File: src/rtl/asmp_pkg.sv
// Package for the ASCII signed modulo parser: field widths, character codes,
// result status codes and the command and status structures between modules.
// Depends on nothing.
`timescale 1ns / 1ps

package asmp_pkg;

    localparam int TOKEN_LENGTH = 10;

    localparam int CHAR_W      = 8;
    localparam int STATUS_W    = 3;
    localparam int VAL_W       = 28;
    localparam int FIELDS_W    = STATUS_W + 3 * VAL_W;
    localparam int OUT_TDATA_W = ((FIELDS_W + 7) / 8) * 8;
    localparam int PAD_W       = OUT_TDATA_W - FIELDS_W;

    localparam logic [CHAR_W-1:0] CHAR_ZERO    = 8'h30;
    localparam logic [CHAR_W-1:0] CHAR_NINE    = 8'h39;
    localparam logic [CHAR_W-1:0] CHAR_MINUS   = 8'h2D;
    localparam logic [CHAR_W-1:0] CHAR_UPPER_Q = 8'h51;
    localparam logic [CHAR_W-1:0] CHAR_LOWER_Q = 8'h71;

    typedef enum logic [STATUS_W-1:0] {
        ST_OK      = 3'd0,
        ST_DIVZERO = 3'd1,
        ST_BIG1    = 3'd2,
        ST_BIG2    = 3'd3,
        ST_QUIT    = 3'd4
    } status_t;

    typedef struct packed {
        logic    add_first;
        logic    add_second;
        logic    set_first_neg;
        logic    set_second_neg;
        logic    clear_count;
        logic    clear_numbers;
        logic    div_start;
        logic    out_load;
        status_t out_code;
    } cmd_t;

    typedef struct packed {
        logic is_digit;
        logic is_minus;
        logic is_quit;
        logic count_trip;
        logic div_last;
        logic second_zero;
        logic out_free;
    } sts_t;

    // Bits needed to hold the largest number of the given digit count.
    function automatic int mag_width(input int digits);
        longint unsigned v;
        int w;
        v = 64'd1;
        w = 0;
        for (int i = 0; i < digits; i++)
        begin
            v = v * 64'd10;
        end
        v = v - 64'd1;
        while (v != 64'd0)
        begin
            w = w + 1;
            v = v >> 1;
        end
        return (w < 1) ? 1 : w;
    endfunction

endpackage

File: src/rtl/asmp_dp.sv
// Datapath of the ASCII signed modulo parser: character decode, number
// registers, bit-serial restoring divider and the output word register.
// Depends on asmp_pkg.
`timescale 1ns / 1ps

module asmp_dp #(
    parameter int TOKEN_LENGTH = asmp_pkg::TOKEN_LENGTH
) (
    input  logic                                clk,
    input  logic                                rst_n,
    input  logic [asmp_pkg::CHAR_W-1:0]         char_code,
    input  asmp_pkg::cmd_t                      cmd,
    output asmp_pkg::sts_t                      sts,
    output logic                                m_tvalid,
    input  logic                                m_tready,
    output logic [asmp_pkg::OUT_TDATA_W-1:0]    m_tdata
);

    localparam int MAG_W  = asmp_pkg::mag_width(TOKEN_LENGTH - 2);
    localparam int CNT_W  = $clog2(TOKEN_LENGTH - 1);
    localparam int DCNT_W = $clog2(MAG_W + 1);
    localparam int VAL_W  = asmp_pkg::VAL_W;
    localparam int EXT_W  = (MAG_W > VAL_W) ? MAG_W : VAL_W;

    logic [MAG_W-1:0]  first_mag_reg, first_mag_next;
    logic              first_neg_reg, first_neg_next;
    logic [MAG_W-1:0]  second_mag_reg, second_mag_next;
    logic              second_neg_reg, second_neg_next;
    logic [CNT_W-1:0]  count_reg, count_next;
    logic [MAG_W-1:0]  div_a_reg, div_a_next;
    logic [MAG_W:0]    rem_reg, rem_next;
    logic [DCNT_W-1:0] div_cnt_reg, div_cnt_next;
    logic              out_valid_reg, out_valid_next;
    logic [asmp_pkg::OUT_TDATA_W-1:0] out_data_reg, out_data_next;

    logic [3:0]        digit;
    logic [MAG_W-1:0]  first_times_ten;
    logic [MAG_W-1:0]  second_times_ten;
    logic [MAG_W:0]    rem_shift;
    logic [MAG_W:0]    rem_diff;
    logic [EXT_W-1:0]  first_ext, second_ext, rem_ext;
    logic [VAL_W-1:0]  first_low, second_low, rem_low;
    logic [VAL_W-1:0]  a_val, b_val, r_val;
    logic [VAL_W-1:0]  a_sel, b_sel, r_sel;

    assign digit = char_code[3:0];

    assign sts.is_digit    = (char_code >= asmp_pkg::CHAR_ZERO) &&
                             (char_code <= asmp_pkg::CHAR_NINE);
    assign sts.is_minus    = (char_code == asmp_pkg::CHAR_MINUS);
    assign sts.is_quit     = (char_code == asmp_pkg::CHAR_UPPER_Q) ||
                             (char_code == asmp_pkg::CHAR_LOWER_Q);
    assign sts.count_trip  = (count_reg == CNT_W'(TOKEN_LENGTH - 2));
    assign sts.div_last    = (div_cnt_reg == DCNT_W'(1));
    assign sts.second_zero = (second_mag_reg == '0);
    assign sts.out_free    = !out_valid_reg || m_tready;

    assign first_times_ten  = (first_mag_reg << 3) + (first_mag_reg << 1) + MAG_W'(digit);
    assign second_times_ten = (second_mag_reg << 3) + (second_mag_reg << 1) + MAG_W'(digit);

    assign rem_shift = {rem_reg[MAG_W-1:0], div_a_reg[MAG_W-1]};
    assign rem_diff  = rem_shift - {1'b0, second_mag_reg};

    assign first_ext  = EXT_W'(first_mag_reg);
    assign second_ext = EXT_W'(second_mag_reg);
    assign rem_ext    = EXT_W'(rem_reg[MAG_W-1:0]);
    assign first_low  = first_ext[VAL_W-1:0];
    assign second_low = second_ext[VAL_W-1:0];
    assign rem_low    = rem_ext[VAL_W-1:0];
    assign a_val = first_neg_reg  ? (~first_low + VAL_W'(1))  : first_low;
    assign b_val = second_neg_reg ? (~second_low + VAL_W'(1)) : second_low;
    assign r_val = first_neg_reg  ? (~rem_low + VAL_W'(1))    : rem_low;

    always_comb
    begin
        first_mag_next  = first_mag_reg;
        first_neg_next  = first_neg_reg;
        second_mag_next = second_mag_reg;
        second_neg_next = second_neg_reg;
        count_next      = count_reg;
        div_a_next      = div_a_reg;
        rem_next        = rem_reg;
        div_cnt_next    = div_cnt_reg;
        out_valid_next  = out_valid_reg;
        out_data_next   = out_data_reg;

        if (cmd.add_first)
        begin
            first_mag_next = first_times_ten;
        end
        if (cmd.add_second)
        begin
            second_mag_next = second_times_ten;
        end
        if (cmd.set_first_neg)
        begin
            first_neg_next = 1'b1;
        end
        if (cmd.set_second_neg)
        begin
            second_neg_next = 1'b1;
        end
        if (cmd.clear_count)
        begin
            count_next = (cmd.add_first || cmd.add_second) ? CNT_W'(1) : '0;
        end
        else if (cmd.add_first || cmd.add_second)
        begin
            count_next = count_reg + CNT_W'(1);
        end
        if (cmd.clear_numbers)
        begin
            first_mag_next  = '0;
            first_neg_next  = 1'b0;
            second_mag_next = '0;
            second_neg_next = 1'b0;
            count_next      = '0;
        end

        if (cmd.div_start)
        begin
            div_a_next   = first_mag_reg;
            rem_next     = '0;
            div_cnt_next = DCNT_W'(MAG_W);
        end
        else if (div_cnt_reg != '0)
        begin
            div_a_next   = {div_a_reg[MAG_W-2:0], 1'b0};
            rem_next     = rem_diff[MAG_W] ? rem_shift : rem_diff;
            div_cnt_next = div_cnt_reg - DCNT_W'(1);
        end

        case (cmd.out_code)
            asmp_pkg::ST_OK:
            begin
                a_sel = a_val;
                b_sel = b_val;
                r_sel = r_val;
            end
            asmp_pkg::ST_DIVZERO:
            begin
                a_sel = a_val;
                b_sel = b_val;
                r_sel = '0;
            end
            default:
            begin
                a_sel = '0;
                b_sel = '0;
                r_sel = '0;
            end
        endcase

        if (cmd.out_load)
        begin
            out_valid_next = 1'b1;
            out_data_next  = {{asmp_pkg::PAD_W{1'b0}}, r_sel, b_sel, a_sel, cmd.out_code};
        end
        else if (m_tready)
        begin
            out_valid_next = 1'b0;
        end
    end

    always_ff @(posedge clk or negedge rst_n)
    begin
        if (!rst_n)
        begin
            first_mag_reg  <= '0;
            first_neg_reg  <= 1'b0;
            second_mag_reg <= '0;
            second_neg_reg <= 1'b0;
            count_reg      <= '0;
            div_cnt_reg    <= '0;
            out_valid_reg  <= 1'b0;
        end
        else
        begin
            first_mag_reg  <= first_mag_next;
            first_neg_reg  <= first_neg_next;
            second_mag_reg <= second_mag_next;
            second_neg_reg <= second_neg_next;
            count_reg      <= count_next;
            div_cnt_reg    <= div_cnt_next;
            out_valid_reg  <= out_valid_next;
        end
    end

    always_ff @(posedge clk)
    begin
        div_a_reg    <= div_a_next;
        rem_reg      <= rem_next;
        out_data_reg <= out_data_next;
    end

    assign m_tvalid = out_valid_reg;
    assign m_tdata  = out_data_reg;

endmodule

File: src/rtl/asmp_ctrl.sv
// Controller of the ASCII signed modulo parser: the expression state machine
// that issues datapath commands and drives the input ready.
// Depends on asmp_pkg.
`timescale 1ns / 1ps

module asmp_ctrl (
    input  logic           clk,
    input  logic           rst_n,
    input  logic           s_tvalid,
    output logic           s_tready,
    input  asmp_pkg::sts_t sts,
    output asmp_pkg::cmd_t cmd
);

    typedef enum logic [2:0] {
        S_START,
        S_FIRST,
        S_SKIP,
        S_SECOND,
        S_DIV,
        S_RESULT,
        S_ERROR,
        S_HALT
    } ctrl_state_t;

    ctrl_state_t       state_reg, state_next;
    asmp_pkg::status_t err_code_reg, err_code_next;
    logic              ready_reg, ready_next;
    logic              accept;

    assign accept = s_tvalid && ready_reg;

    always_comb
    begin
        state_next    = state_reg;
        err_code_next = err_code_reg;
        cmd           = '0;
        cmd.out_code  = asmp_pkg::ST_OK;

        case (state_reg)
            S_START:
            begin
                if (accept)
                begin
                    if (sts.is_quit)
                    begin
                        err_code_next = asmp_pkg::ST_QUIT;
                        state_next    = S_ERROR;
                    end
                    else if (sts.is_minus)
                    begin
                        cmd.set_first_neg = 1'b1;
                        state_next        = S_FIRST;
                    end
                    else if (sts.is_digit)
                    begin
                        if (sts.count_trip)
                        begin
                            err_code_next = asmp_pkg::ST_BIG1;
                            state_next    = S_ERROR;
                        end
                        else
                        begin
                            cmd.add_first = 1'b1;
                            state_next    = S_FIRST;
                        end
                    end
                    else
                    begin
                        state_next = S_SKIP;
                    end
                end
            end
            S_FIRST:
            begin
                if (accept)
                begin
                    if (sts.is_digit)
                    begin
                        if (sts.count_trip)
                        begin
                            err_code_next = asmp_pkg::ST_BIG1;
                            state_next    = S_ERROR;
                        end
                        else
                        begin
                            cmd.add_first = 1'b1;
                        end
                    end
                    else if (sts.is_minus)
                    begin
                        cmd.set_second_neg = 1'b1;
                        cmd.clear_count    = 1'b1;
                        state_next         = S_SECOND;
                    end
                    else
                    begin
                        state_next = S_SKIP;
                    end
                end
            end
            S_SKIP:
            begin
                if (accept)
                begin
                    if (sts.is_digit)
                    begin
                        cmd.add_second  = 1'b1;
                        cmd.clear_count = 1'b1;
                        state_next      = S_SECOND;
                    end
                    else if (sts.is_minus)
                    begin
                        cmd.set_second_neg = 1'b1;
                        cmd.clear_count    = 1'b1;
                        state_next         = S_SECOND;
                    end
                end
            end
            S_SECOND:
            begin
                if (accept)
                begin
                    if (sts.is_digit)
                    begin
                        if (sts.count_trip)
                        begin
                            err_code_next = asmp_pkg::ST_BIG2;
                            state_next    = S_ERROR;
                        end
                        else
                        begin
                            cmd.add_second = 1'b1;
                        end
                    end
                    else
                    begin
                        cmd.div_start = 1'b1;
                        state_next    = S_DIV;
                    end
                end
            end
            S_DIV:
            begin
                if (sts.div_last)
                begin
                    state_next = S_RESULT;
                end
            end
            S_RESULT:
            begin
                if (sts.out_free)
                begin
                    cmd.out_load      = 1'b1;
                    cmd.out_code      = sts.second_zero ? asmp_pkg::ST_DIVZERO
                                                        : asmp_pkg::ST_OK;
                    cmd.clear_numbers = 1'b1;
                    state_next        = S_START;
                end
            end
            S_ERROR:
            begin
                if (sts.out_free)
                begin
                    cmd.out_load = 1'b1;
                    cmd.out_code = err_code_reg;
                    state_next   = S_HALT;
                end
            end
            S_HALT:
            begin
                state_next = S_HALT;
            end
            default:
            begin
                state_next = S_HALT;
            end
        endcase

        ready_next = !((state_next == S_DIV) || (state_next == S_RESULT) ||
                       (state_next == S_ERROR));
    end

    always_ff @(posedge clk or negedge rst_n)
    begin
        if (!rst_n)
        begin
            state_reg    <= S_START;
            err_code_reg <= asmp_pkg::ST_OK;
            ready_reg    <= 1'b1;
        end
        else
        begin
            state_reg    <= state_next;
            err_code_reg <= err_code_next;
            ready_reg    <= ready_next;
        end
    end

    assign s_tready = ready_reg;

    a_load_when_free : assert property (@(posedge clk) disable iff (!rst_n)
        cmd.out_load |-> sts.out_free)
        else $error("Output word loaded while the previous one is still held.");

    a_no_accept_busy : assert property (@(posedge clk) disable iff (!rst_n)
        (state_reg == S_DIV || state_reg == S_RESULT || state_reg == S_ERROR) |-> !ready_reg)
        else $error("Input ready while a result is being formed.");

    a_div_start_src : assert property (@(posedge clk) disable iff (!rst_n)
        cmd.div_start |-> (state_reg == S_SECOND && accept && !sts.is_digit))
        else $error("Divider started outside the end of the divisor.");

    a_div_follows : assert property (@(posedge clk) disable iff (!rst_n)
        cmd.div_start |=> (state_reg == S_DIV))
        else $error("Controller did not wait for the divider.");

endmodule

File: src/rtl/ascii_signed_modulo_parser_core.sv
// Top level of the ASCII signed modulo parser: joins the controller and the
// datapath. Depends on asmp_pkg, asmp_ctrl and asmp_dp.
`timescale 1ns / 1ps
//
// Channel   Direction  Width  Word contents
// s_*       in         8      char_code
// m_*       out        88     status, dividend, divisor, remainder
//
// An ordinary character leaves input ready high, and a new one is accepted
// in the next cycle. The character that ends the divisor starts the
// restoring divider, one quotient bit a cycle, so input ready stays low
// while it works through the magnitude width (27 bits by default). Reset
// clears all control state and returns to the start of an expression. A
// held output word does not stop ordinary characters; a new result waits
// in the controller, input ready low, until the output register frees.

module ascii_signed_modulo_parser_core #(
    parameter int TOKEN_LENGTH = asmp_pkg::TOKEN_LENGTH
) (
    input  logic                             clk,
    input  logic                             rst_n,
    input  logic                             s_tvalid,
    output logic                             s_tready,
    // Fields from bit 0: char_code[7:0].
    input  logic [asmp_pkg::CHAR_W-1:0]      s_tdata,
    output logic                             m_tvalid,
    input  logic                             m_tready,
    // Fields from bit 0: status[2:0], dividend[30:3], divisor[58:31],
    // remainder[86:59], zero pad bit 87.
    output logic [asmp_pkg::OUT_TDATA_W-1:0] m_tdata
);

    asmp_pkg::cmd_t cmd;
    asmp_pkg::sts_t sts;

    asmp_ctrl u_ctrl (
        .clk      (clk),
        .rst_n    (rst_n),
        .s_tvalid (s_tvalid),
        .s_tready (s_tready),
        .sts      (sts),
        .cmd      (cmd)
    );

    asmp_dp #(
        .TOKEN_LENGTH (TOKEN_LENGTH)
    ) u_dp (
        .clk       (clk),
        .rst_n     (rst_n),
        .char_code (s_tdata),
        .cmd       (cmd),
        .sts       (sts),
        .m_tvalid  (m_tvalid),
        .m_tready  (m_tready),
        .m_tdata   (m_tdata)
    );

endmodule
File: config.mk
export PLATFORM = sky130hd
export DESIGN_NAME = ascii_signed_modulo_parser_core
export DESIGN_NICKNAME = d
export VERILOG_FILES = /design/src/rtl/asmp_pkg.sv /design/src/rtl/asmp_dp.sv /design/src/rtl/asmp_ctrl.sv /design/src/rtl/ascii_signed_modulo_parser_core.sv
export SDC_FILE = /design/constraint.sdc
export NUM_CORES = 1
export LEC_CHECK = 0
export BUFFER_PORTS_ARGS = -buffer_cell sky130_fd_sc_hd__buf_2
export CORE_ASPECT_RATIO = 0.7
export CORE_MARGIN = 4
export CORE_UTILIZATION = 50
export CTS_CLUSTER_DIAMETER = 40
export DETAILED_ROUTE_END_ITERATION = 8
export PLACE_DENSITY = 0.76
export REMOVE_ABC_BUFFERS = 1
export SETUP_SLACK_MARGIN = 0.2
export SLEW_MARGIN = 10
export SYNTH_ARGS = -nofsm -noshare
export SYNTH_HDL_FRONTEND = slang
export SYNTH_SLANG_ARGS = --single-unit
export TNS_END_PERCENT = 10
File: constraint.sdc
create_clock -name clk -period 5.4 [get_ports clk]
set_input_delay 1.08 -clock clk [delete_from_list [all_inputs] [get_ports clk]]
set_output_delay 1.08 -clock clk [all_outputs]
set_load 0.01 [all_outputs]
## Word level (Yosys, flattened, before mapping)

Cells that the tools add are included.
W data, S select, Z words.

| word-level totals | value |
|---|---|
| bits in latches | 0 |
| flip-flop bits (word level) | 214 |
| output and inout port bits | 90 |
| memories | 0 |
| RAM bits | 0 |
| memory bits (read-only) | 0 |
| input port bits | 12 |

| cells by class | value |
|---|---|
| multiply operators | 0 |
| bitwise operators | 3 |
| $add $sub $neg | 10 |
| div/mod/pow operators | 0 |
| shift operators | 0 |
| reduce and logical (&&, ||, !) cells | 26 |
| multiplexer cells | 80 |
| eq/ne operators | 22 |
| order comparisons | 2 |

Operators with widths:

| cell | count |
|---|---|
| $mux W27 | 10 |
| $add A28 B1 Y28 const B | 3 |
| $not A27 Y28 | 3 |
| $mux W3 | 25 |
| $add A27 B27 Y27 | 2 |
| $add A27 B4 Y27 | 2 |
| $mux W1 | 28 |
| $sub A28 B27 Y28 | 1 |
| $logic_not A27 Y1 | 1 |
| $pmux W3 S8 | 1 |
| $eq A3 B3 Y1 const B | 7 |
| $mux W4 | 5 |
| $eq A8 B7 Y1 const B | 2 |
| $reduce_bool A2 Y1 | 6 |
| $mux W5 | 2 |
| $pmux W3 S3 | 1 |
| $eq A8 B6 Y1 const B | 1 |
| $ge A8 B6 Y1 const B | 1 |
| $le A8 B6 Y1 const B | 1 |
| $mux W2 | 4 |
| $pmux W4 S2 | 1 |
| $reduce_and A7 Y1 | 1 |
| $eq A3 B1 Y1 const B | 2 |
| $eq A3 B2 Y1 const B | 2 |
| 17 further kinds | 31 |

## Logic depth before layout (Yosys ltp)

Gate-level depths: netlist (run 1).

| depth | value |
|---|---|
| depth in word-level cells | 11 |
| mapped depth | 14 |
| depth with buffers taken out | 14 |

## By module

From an unflattened synthesis (run 1), not the netlist that was laid out.

| unflattened totals | value |
|---|---|
| cells, all modules | 1532 |
| area, all modules | 14641.5 um^2 |

Modules (own cells, without submodules):

| module | cells an instance | area each (um^2) | times used |
|---|---|---|---|
| asmp_dp | 1458 | 14031.0 | 1 |
| asmp_ctrl | 74 | 610.6 | 1 |

## Least setup slack after synthesis (run 1)

No wires, ideal clock.

| timing path | value |
|---|---|
| kind | input to register |
| start point | in m_tready |
| end point | reg u_dp.out_data_reg, in the netlist u_dp.m_tdata[0], enable pin |
| library setup time | 533 ps |
| stages on the path | 3 |
| arrival | 5000 ps |
| setup slack | -133 ps |
| path through | nand2b_1 > nand2_1 > nor2_1 |

RTL lines:

| what | line | text |
|---|---|---|
| from (decl) | ascii_signed_modulo_parser_core.sv:27 | `input logic m_tready,` |
| to (signal assigned) | asmp_dp.sv:193 | `out_data_reg <= out_data_next;` |
| to (decl) | asmp_dp.sv:34 | `logic [asmp_pkg::OUT_TDATA_W-1:0] out_data_reg, out_data_next;` |

## Worst setup path after layout (run 1)

| timing path | value |
|---|---|
| start point | in s_tdata[3] in the netlist's numbering |
| end point | reg u_dp.first_mag_reg[26] |

| on the way | value |
|---|---|
| word-level cells in the longest chain between the ends | 8 |
| elaborated cells between the ends (all ways) | 17 |
| classes of those cells | add/sub (1); order compare (2); eq/ne (3); mux (8); reduce/logical (3) |

RTL lines:

| what | line | text |
|---|---|---|
| from (decl) | ascii_signed_modulo_parser_core.sv:25 | `input logic [asmp_pkg::CHAR_W-1:0] s_tdata,` |
| $ge A8 B6 Y1 or $le A8 B6 Y1 (tied branches) | asmp_dp.sv:48, asmp_dp.sv:49 |  |
| $logic_and A1 B1 Y1 | asmp_dp.sv:48 | `assign sts.is_digit = (char_code >= asmp_pkg::CHAR_ZERO) &&` |
| $mux W1 | - |  |
| $mux W1 | asmp_ctrl.sv:50 | `else if (sts.is_minus)` |
| $mux W1 | asmp_ctrl.sv:45 | `if (sts.is_quit)` |
| $mux W1 | asmp_ctrl.sv:43 | `if (accept)` |
| $pmux W1 S2 | asmp_ctrl.sv:40 | `case (state_reg)` |
| $reduce_bool A2 Y1 (no line) | - |  |
| to (signal assigned) | asmp_dp.sv:179 | `first_mag_reg <= first_mag_next;` |
| to (decl) | asmp_dp.sv:25 | `logic [MAG_W-1:0] first_mag_reg, first_mag_next;` |

Several ways; a longest one is shown, not always the timed one. The select of a mux whose other input is x is not followed.
A chain may end at the register's enable or synchronous reset.

==> flow_summary.yaml, run 1 <==
synthesis:
  synth_largest_area_cell: "edfxtp_1"
  yosysWarnings: 0
  ys_ff_latch: 214
  synthTopCellsByArea: "edfxtp_1, dfrtp_1, ha_1"
  synth.avg_cell_area_um2: 9.02
  syn-cell-area_um2: 14300
  ys.flop_type: "edfxtp_1"
  ys_seq_area_frac: 0.404
  ys_types: 60
  synth_top_cell_area_share: 0.239
  synth_cells: 1588
  async_flop_share: 0.341
  synth-edff-count: 114
floorplanning:
  start_util: 0.511
  die_y_um: 150
  ioPinCount: 102
  die_x_um: 210
  die_area_um2: 31500
  design.core.area_um2: 28000
  rows: 51
power_and_ir_drop:
  pwr-share-seq: 0.321
  p_per_area_nw_per_um2: 552
  switching_share: 0.410
  internal_power_mw: 5.28
  p_leak_nw: 7.35
  power_mw: 8.95
  pwr-share-comb: 0.455
  ir_drop_mv: 0.339
  power_switching_mw: 3.67
  pwr-share-clk: 0.224
cts:
  cts_max_path_buffers: 3
  cts_sinks: 214
  ctsResizeCount: 0
  clk_latency_ns: 0.56
  numCtsBuffers: 30
  clk_pin_slew_worst_paths_ns: 0.06
  cts-root-buf: "clkbuf_16"
  post-cts-setup-buffers: 0
  h-tree-depth: 1
  ctsHoldBuffers: 0
  cts_tree: "done"
global_routing:
  grt_overflow: 0
  grt_pass1_wl_mm: 57.0
  antenna_found_initial: 0
  track_usage: 0.218
  grt_max_degree: 59
  grt_pass1_vias: 11100
route:
  routed_via_density: 5.75
  post-route-drc-count: 0
  dr.pass1.iters: 6
  avgRoutedWirePerCell_um: 16.7
  drtAntennaViolNets: 0
  first_iter_violations: 926
  dr_total_vias: 11900
  wirelength_mm: 34.5
worst_setup_path:
  worstSetupPathType: "in -> reg"
  cp.arrival_ns: 4.56
  crit_path_start: "s_tdata[3]"
  crit_slowest_cell: "o311ai_0"
  reg2reg_depth: 13
  r2r-start: "u_dp.first_mag_reg[2]$_DFFE_PN0P_"
  crit_required_ns: 5.82
  crit_path_max_incr_delay_ns: 0.66
  crit_family: "compound AO/OA/AOI/OAI gates"
  cpMostUsedCell: "a21oi_1"
  cp.depth: 14
  crit_chain: "buf_2 -> fa_1 -> inv_1 -> fa_1 -> nand2b_1 -> a21oi_1 -> o311ai_0 -> a21oi_1 -> a21oi_1 -> o21bai_1 -> a211oi_1 -> a21oi_1 -> xnor2_1 -> o21ai_0"
  critPathBufInv: 2
  worstSetupStartpointType: "input pin"
  crit_path_end_kind: "flip-flop"
  reg2reg_to: "u_dp.first_mag_reg[26]$_DFFE_PN0P_"
  endpoint: "u_dp.first_mag_reg[26]$_DFFE_PN0P_"
  rrSetupSlack_ns: 1.46
  critPathMaxFanout: 5
finish:
  multi_input_area_um2: 8080
  syn_to_final_growth_pct: 13.2
  regArea_um2: 5790
  nFillCells: 2435
  antenna_cells: 0
  largest_reg_flops: 87
  final_layout_size_suffix_gt1_frac: 0.109
  finalNetCount: 1816
  fin_cells: 2064
  post-route-util: 0.579
sta:
  fin_crit_ns: 4.14
  skew_ns: 0.0264
  relSlewSlack: 0.272
  finalWorstSetupSlack_ns: 1.26
  rsz0062_at_grt: "no"
  hold_viol: 0
  fmax_mhz: 242
  whs_ns: 0.498
  drv_slew: 0
  setup_violations: 0
  tightest_slew_ns: 1.08
  min_period_over_period: 0.767
placement:
  post-place-ws_ns: 0.823
  io_buffer_count: 100
  dp_hpwl_mm: 25.1
  gp_congestion: 0.901
  place_inst: 2008
worst_hold_path:
  hold_class: "reg -> reg"
job:
  cap_violations: 0
run_status:
  outcome: "finished clean"
metrics by stage:
step / setup TNS (ns) / area (µm²)
final: 0 / 16200
after global routing: 0 / 16200
after CTS: 0 / 16200
after detailed placement: 0 / 15200
after global placement: 0 / 15200
after floorplan: -11.19 / 14100
cells by family (layout without fill, tap and decap cells):
| family | count (synthesis) | after routing | share of synthesized area |
|---|---|---|---|
| adders and majority gates | 135 | 135 | 0.121 |
| other | 1 | 1 | 0.000262 |
| DFF | 214 | 214 | 0.404 |
| AOI/OAI and AO/OA | 391 | 391 | 0.164 |
| and+or+nand+nor | 570 | 570 | 0.183 |
| muxes | 12 | 12 | 0.00839 |
| xor gates and xnor gates | 140 | 140 | 0.0861 |
| buffers and inverters | 125 | 230 | 0.0335 |
Yosys cell counts, drive strengths merged, types with 5 or more instances:
cell / count
nand2: 184
o21ai: 158
nor2: 156
ha: 130
edfxtp: 114
a21oi: 94
xor2: 78
nand3: 75
dfrtp: 72
xnor2: 62
inv: 60
clkbuf: 55
nor3: 38
a21o: 30
o31ai: 28
dfxtp: 27
nand2b: 26
o21a: 17
nor2b: 15
mux2i: 12
or2: 12
or3: 12
or4: 12
o41ai: 11
a31oi: 10
buf: 10
a211oi: 9
nand4: 9
and3: 8
nand3b: 8
o211ai: 7
and2: 5
fa: 5
routing by layer:
| layer | vias to the layer above | track usage | share of wire |
|---|---|---|---|
| met1 | 5578 | 0.335 | 0.49 |
| li1 | 5844 | - | - |
| met2 | 407 | 0.326 | 0.42 |
| met3 | 41 | 0.0367 | 0.075 |
| met5 | - | 0 | 0 |
| met4 | 0 | 0.0398 | 0.015 |
how the worst min path moves through the flow:
stage / start / to / slack, ns / cells past startpoint
2_1_floorplan: u_ctrl.err_code_reg[1]$_DFFE_PN0P_ / u_ctrl.err_code_reg[1]$_DFFE_PN0P_ / 0.46 / 1
3_3_place_gp: u_ctrl.err_code_reg[1]$_DFFE_PN0P_ / u_ctrl.err_code_reg[1]$_DFFE_PN0P_ / 0.47 / 1
3_5_place_dp: u_ctrl.err_code_reg[2]$_DFFE_PN0P_ / u_ctrl.err_code_reg[2]$_DFFE_PN0P_ / 0.48 / 2
4_1_cts: u_ctrl.err_code_reg[2]$_DFFE_PN0P_ / u_ctrl.err_code_reg[2]$_DFFE_PN0P_ / 0.50 / 2
5_1_grt: u_dp.div_a_reg[14]$_DFFE_PP_ / u_dp.div_a_reg[15]$_DFFE_PP_ / 0.53 / 2
6_report: u_dp.div_a_reg[14]$_DFFE_PP_ / u_dp.div_a_reg[15]$_DFFE_PP_ / 0.50 / 2
area by class of cell:
| type | instances | area share |
|---|---|---|
| Clock buffer | 37 | 0.0492 |
| Clock inverter | 19 | 0.0148 |
| Inverter | 60 | 0.0139 |
| Multi-Input combinational cell | 1249 | 0.498 |
| Sequential cell | 214 | 0.357 |
| Tap cell | 371 | 0.0286 |
| Timing Repair Buffer | 114 | 0.0381 |
tightest hold or removal path, stage by stage (launching register included):
cell	delay, ns
edfxtp_1	0.32
nand2_1	0.04
nand2_1	0.05
placed cells by master (no fill, tap or decap), types with 37 or more instances in the layout:
| cell type | count |
|---|---|
| xnor2_1 | 62 |
| buf_2 | 100 |
| nand2_1 | 184 |
| nor3_1 | 37 |
| dfrtp_1 | 72 |
| xor2_1 | 77 |
| edfxtp_1 | 114 |
| inv_1 | 60 |
| nor2_1 | 155 |
| ha_1 | 130 |
| nand3_1 | 73 |
| o21ai_0 | 158 |
| a21oi_1 | 94 |
power groups by stage:
stage	Sequential (mW)	Clock [mW]	Combinational (mW)
6_report	2.87	2.01	4.07
5_1_grt	2.93	2.13	4.61
4_1_cts	2.86	2.05	4.05
3_5_place_dp	2.88	0	4.02
3_3_place_gp	2.87	0	3.92
2_1_floorplan	2.90	0	2.87
Note: power is estimated with default switching activity, not from simulation.
==> run 2: changes to the inputs <==
ABC_AREA = 1   (was not set)
PLACE_DENSITY = 0.73   (was 0.76)
clock period = 4.05 ns   (was 5.4 ns; I/O delays follow)
==> flow_summary.yaml, run 2 <==
finish:
  nFillCells: 3026
  mostFrequentLayoutCell: "nand2_1"
  largest_reg_flops: 87
  antenna_cells: 0
  final_layout_size_suffix_gt1_frac: 0.0913
  finalNetCount: 2508
  mostFrequentLayoutCells: "nand2_1, inv_1, nor2_1, nand3_1, o21ai_0"
  syn_to_final_growth_pct: 12.9
route:
  dr.pass1.iters: 5
  avgRoutedWirePerCell_um: 16.7
  drtAntennaViolNets: 0
  first_iter_violations: 1422
  routed_via_density: 5.56
  wirelength_mm: 47.0
  post-route-drc-count: 0
  dr_total_vias: 15600
global_routing:
  grt_max_degree: 81
  top_usage_layer: "met2"
  antenna_found_initial: 0
  grt_util_met1: 0.382
  grt_pass1_vias: 14500
  grt_overflow: 0
  grt_util_met3: 0.0463
  track_usage: 0.264
  grt_pass1_wl_mm: 76.1
  met2_usage: 0.419
floorplanning:
  rows: 54
  ioPinCount: 102
  die_y_um: 158
  die_area_um2: 35300
  design.core.area_um2: 31500
  die_x_um: 223
  start_util: 0.513
synthesis:
  synth_largest_area_cell: "edfxtp_1"
  synth.top_cells.by_count: "nand2_1, inv_1, nor2_1, nand3_1, o21ai_0"
  synthTopCellsByArea: "edfxtp_1, nand2_1, dfrtp_1"
  synth-edff-count: 114
  syn-cell-area_um2: 16200
  synth_top_cell_area_share: 0.212
  synth_cells: 2257
  ys_types: 51
  ys_seq_area_frac: 0.359
  async_flop_share: 0.341
  synth.avg_cell_area_um2: 7.16
  yosysWarnings: 0
  ys_ff_latch: 214
  synthMostInstantiatedCell: "nand2_1"
  ys.flop_type: "edfxtp_1"
worst_hold_path:
  hold_class: "in -> async"
worst_setup_path:
  crit_required_ns: 4.45
  crit_path_end_kind: "flip-flop"
  worstSetupPathType: "in -> reg"
  critPathMaxFanout: 5
  cp.arrival_ns: 3.37
  worstSetupStartpointType: "input pin"
cts:
  numCtsBuffers: 34
  cts_sinks: 214
  ctsResizeCount: 0
  clk_pin_slew_worst_paths_ns: 0.05
  ctsHoldBuffers: 0
  clk_latency_ns: 0.51
  h-tree-depth: 2
  cts_max_path_buffers: 3
  cts-root-buf: "clkbuf_16"
  cts_tree: "done"
  post-cts-setup-buffers: 0
placement:
  dp_hpwl_mm: 35.9
  io_buffer_count: 100
  post-place-ws_ns: 0.553
  gp_congestion: 0.985
power_and_ir_drop:
  p_per_area_nw_per_um2: 306
  p_leak_nw: 9.41
  power_mw: 5.57
  ir_drop_mv: 0.288
sta:
  tightest_slew_ns: 1.04
  min_period_over_period: 0.734
  finalWorstSetupSlack_ns: 1.08
  drv_slew: 0
  setup_violations: 0
  fin_crit_ns: 2.97
  rsz0062_at_grt: "no"
  skew_ns: 0.0129
  setup_tns_ns: 0
  hold_viol: 0
  relSlewSlack: 0.305
  fmax_mhz: 337
run_status:
  outcome: "finished clean"
job:
  cap_violations: 0
## run 2: changes by cell type after synthesis, sizes merged, moves of 29 or more
cell	delta
nand2	+417
inv	+256
nand3	+96
nor2	+83
a21oi	+50
xnor2	-45
xor2	-37
clkbuf	-29
## run 2: stage by stage
step	instances	util	hold WS [ns]	area (µm²)
2_1_floorplan	2211	-	0.442	15900
6_report	2807	0.579	0.465	18200
3_5_place_dp	2745	0.542	0.471	17100
5_1_grt	2807	0.579	0.528	18200
3_3_place_gp	2745	0.542	0.471	17100
4_1_cts	2807	0.579	0.485	18200
## run 2: worst max-delay path, cell delays in order
cell and delay (ns):
buf_2 0.17, fa_1 0.60, inv_1 0.07, fa_1 0.45, o21ai_0 0.30, nand2_1 0.08, nand2_1 0.16, nand2_1 0.07
nand2_1 0.10, a21boi_0 0.12, or2_2 0.29, nand3_1 0.07, nand2_1 0.07
## run 2: area by class of cell
cell class              instances  area (µm²)  share of cell area
flip-flops and latches        214        5790               0.318
clock buffers                  40         968              0.0531
multi-input cells            1678        8950               0.491
inverters                     319        1200              0.0657
well taps                     420         526              0.0288
clock inverters                22         190              0.0104
repair buffers                114         608              0.0334
## run 2: where the power goes
part           switching (mW)  internal [mW]
Sequential             0.0118           2.35
Combinational           0.196         0.0725
Clock                    1.13           1.81
## run 2: path summary, 6_finish.rpt
kind | startpoint | end | slack, ns | cells after the start
worst min register to register | u_ctrl.err_code_reg[0]$_DFFE_PN0P_ | u_ctrl.err_code_reg[0]$_DFFE_PN0P_ | 0.48 | 2
max in group asynchronous | rst_n | u_ctrl.s_tready$_DFF_PN1_ | 2.77 | 2
worst max register to register | u_dp.second_mag_reg[20]$_DFFE_PN0P_ | u_dp.rem_reg[25]$_SDFFE_PP0P_ | 1.13 | 15
worst max-delay path | s_tdata[3] | u_dp.second_mag_reg[22]$_DFFE_PN0P_ | 1.08 | 13
worst min-delay path | rst_n | u_dp.second_mag_reg[23]$_DFFE_PN0P_ | 0.46 | 1
min in group clk | u_ctrl.err_code_reg[0]$_DFFE_PN0P_ | u_ctrl.err_code_reg[0]$_DFFE_PN0P_ | 0.48 | 2
## run 2: metal layers
metal | part of all wire | vias up
li1 | - | 7692
met5 | 0 | -
met2 | 0.44 | 610
met1 | 0.47 | 7242
met4 | 0.019 | 0
met3 | 0.080 | 67
## run 2: cell families after synthesis
kind of cell | count (synthesis) | synth area share
DFF | 214 | 0.359
xor gates and xnor gates | 58 | 0.0314
buffers and inverters | 365 | 0.0879
and+or+nand+nor | 1111 | 0.291
adders and majority gates | 135 | 0.107
AOI/OAI and AO/OA | 373 | 0.124
other | 1 | 0.000232
==> run 3: changes to the inputs <==
clock period = 3 ns   (was 4.05 ns; I/O delays follow)
==> flow_summary.yaml, run 3 (synthesis results as in run 2) <==
run_status:
  outcome: "finished clean"
floorplanning:
  die_x_um: 223
  design.core.area_um2: 31500
  rows: 54
  die_area_um2: 35300
  ioPinCount: 102
  start_util: 0.513
  die_y_um: 158
worst_setup_path:
  worstSetupPathType: "reg -> reg"
  worstSetupStartpointType: "flip-flop"
  crit_required_ns: 3.47
  critPathMaxFanout: 4
  rrSetupSlack_ns: 0.36
  r2r-start: "u_dp.second_mag_reg[0]$_DFFE_PN0P_"
  crit_path_end_kind: "flip-flop"
  reg2reg_to: "u_dp.second_mag_reg[26]$_DFFE_PN0P_"
  reg2reg_depth: 12
  cp.arrival_ns: 3.11
route:
  first_iter_violations: 1589
  dr_total_vias: 15800
  post-route-drc-count: 0
  dr.pass1.iters: 5
  routed_via_density: 5.53
  drtAntennaViolNets: 0
  wirelength_mm: 47.9
  avgRoutedWirePerCell_um: 16.8
finish:
  final_area_um2: 18500
  largest_reg_flops: 87
  mostFrequentLayoutCells: "nand2_1, inv_1, nor2_1, nand3_1, o21ai_0"
  mostFrequentLayoutCell: "nand2_1"
  fin_cells: 2846
  post-route-util: 0.588
  nFillCells: 2962
  final_layout_size_suffix_gt1_frac: 0.107
  antenna_cells: 0
  syn_to_final_growth_pct: 14.6
  finalNetCount: 2548
sta:
  relSlewSlack: 0.508
  drv_slew: 0
  min_period_over_period: 0.880
  fmax_mhz: 379
  whs_ns: 0.0735
  fin_crit_ns: 2.64
  setup_violations: 0
  hold_viol: 0
  skew_ns: 0.0123
  setup_tns_ns: 0
  tightest_slew_ns: 0.737
  finalWorstSetupSlack_ns: 0.360
  rsz0062_at_grt: "yes"
power_and_ir_drop:
  power_mw: 7.22
  p_leak_nw: 9.57
  p_per_area_nw_per_um2: 390
  ir_drop_mv: 0.679
cts:
  ctsHoldBuffers: 0
  h-tree-depth: 1
  clk_pin_slew_worst_paths_ns: 0.06
  post-cts-setup-buffers: 0
  clk_latency_ns: 0.58
  cts_max_path_buffers: 3
  numCtsBuffers: 31
  cts_sinks: 214
  cts_tree: "done"
  cts-root-buf: "clkbuf_16"
job:
  cap_violations: 0
global_routing:
  antenna_found_initial: 0
  grt_overflow: 0
  grt_pass1_vias: 14600
  track_usage: 0.266
  grt_pass1_wl_mm: 76.6
  grt_max_degree: 56
placement:
  post-place-ws_ns: -0.117
  io_buffer_count: 100
  dp_hpwl_mm: 37.2
  gp_congestion: 0.977
  place_inst: 2788
  place_area_um2: 17400
worst_hold_path:
  hold_class: "in -> async"
-- run 3: critical path, stage by stage, from the launching register on --
cell     delay, ns
dfrtp_1       0.44
fa_1          0.54
inv_1         0.06
fa_1          0.46
o21ai_2       0.18
nand2_1       0.08
nand2_2       0.13
nand2_1       0.07
nand2_1       0.11
a21oi_1       0.08
or2_2         0.27
nand3_1       0.07
nand2_1       0.06
-- run 3: how the worst max path moves through the flow --
stage,startpoint,to,cells after the start
after floorplan,m_tready,u_dp.m_tdata[0]$_DFFE_PP_,4
after global placement,s_tdata[3],u_dp.second_mag_reg[26]$_DFFE_PN0P_,13
after detailed placement,s_tdata[3],u_dp.second_mag_reg[26]$_DFFE_PN0P_,13
after CTS,u_dp.second_mag_reg[0]$_DFFE_PN0P_,u_dp.second_mag_reg[26]$_DFFE_PN0P_,12
after global routing,u_dp.second_mag_reg[21]$_DFFE_PN0P_,u_dp.rem_reg[0]$_SDFFE_PP0P_,14
final,u_dp.second_mag_reg[0]$_DFFE_PN0P_,u_dp.second_mag_reg[26]$_DFFE_PN0P_,12
-- run 3: repair_timing --
action | CTS | global route
endpoints found under the hold margin | 0 | 0
resized for setup | 0 | 10
setup endpoints to repair | 0 | 33
-- run 3: area by class of cell --
type / instances / area, µm² / share of cell area
multi-input combinational: 1678 / 8980 / 0.485
sequential: 214 / 5790 / 0.313
inverter: 319 / 1200 / 0.0647
timing repair buffer: 157 / 981 / 0.0530
clock buffer: 37 / 841 / 0.0454
tap: 420 / 526 / 0.0284
clock inverter: 21 / 193 / 0.0104
-- run 3: power by group --
| group | leakage, nW | internal (mW) | switching (mW) |
|---|---|---|---|
| logic | 7.13 | 0.130 | 0.273 |
| clock network | 0.505 | 2.07 | 1.56 |
| registers | 1.94 | 3.16 | 0.0160 |
| total | 9.57 | 5.37 | 1.85 |
-- run 3: layer usage --
layer	wire length, µm	part of all wire	track usage	up-vias
met5	0	0	0	-
met4	1400	0.029	0.0774	0
met3	3580	0.075	0.0387	84
met2	20600	0.43	0.414	608
met1	22400	0.47	0.389	7291
li1	-	-	-	7767
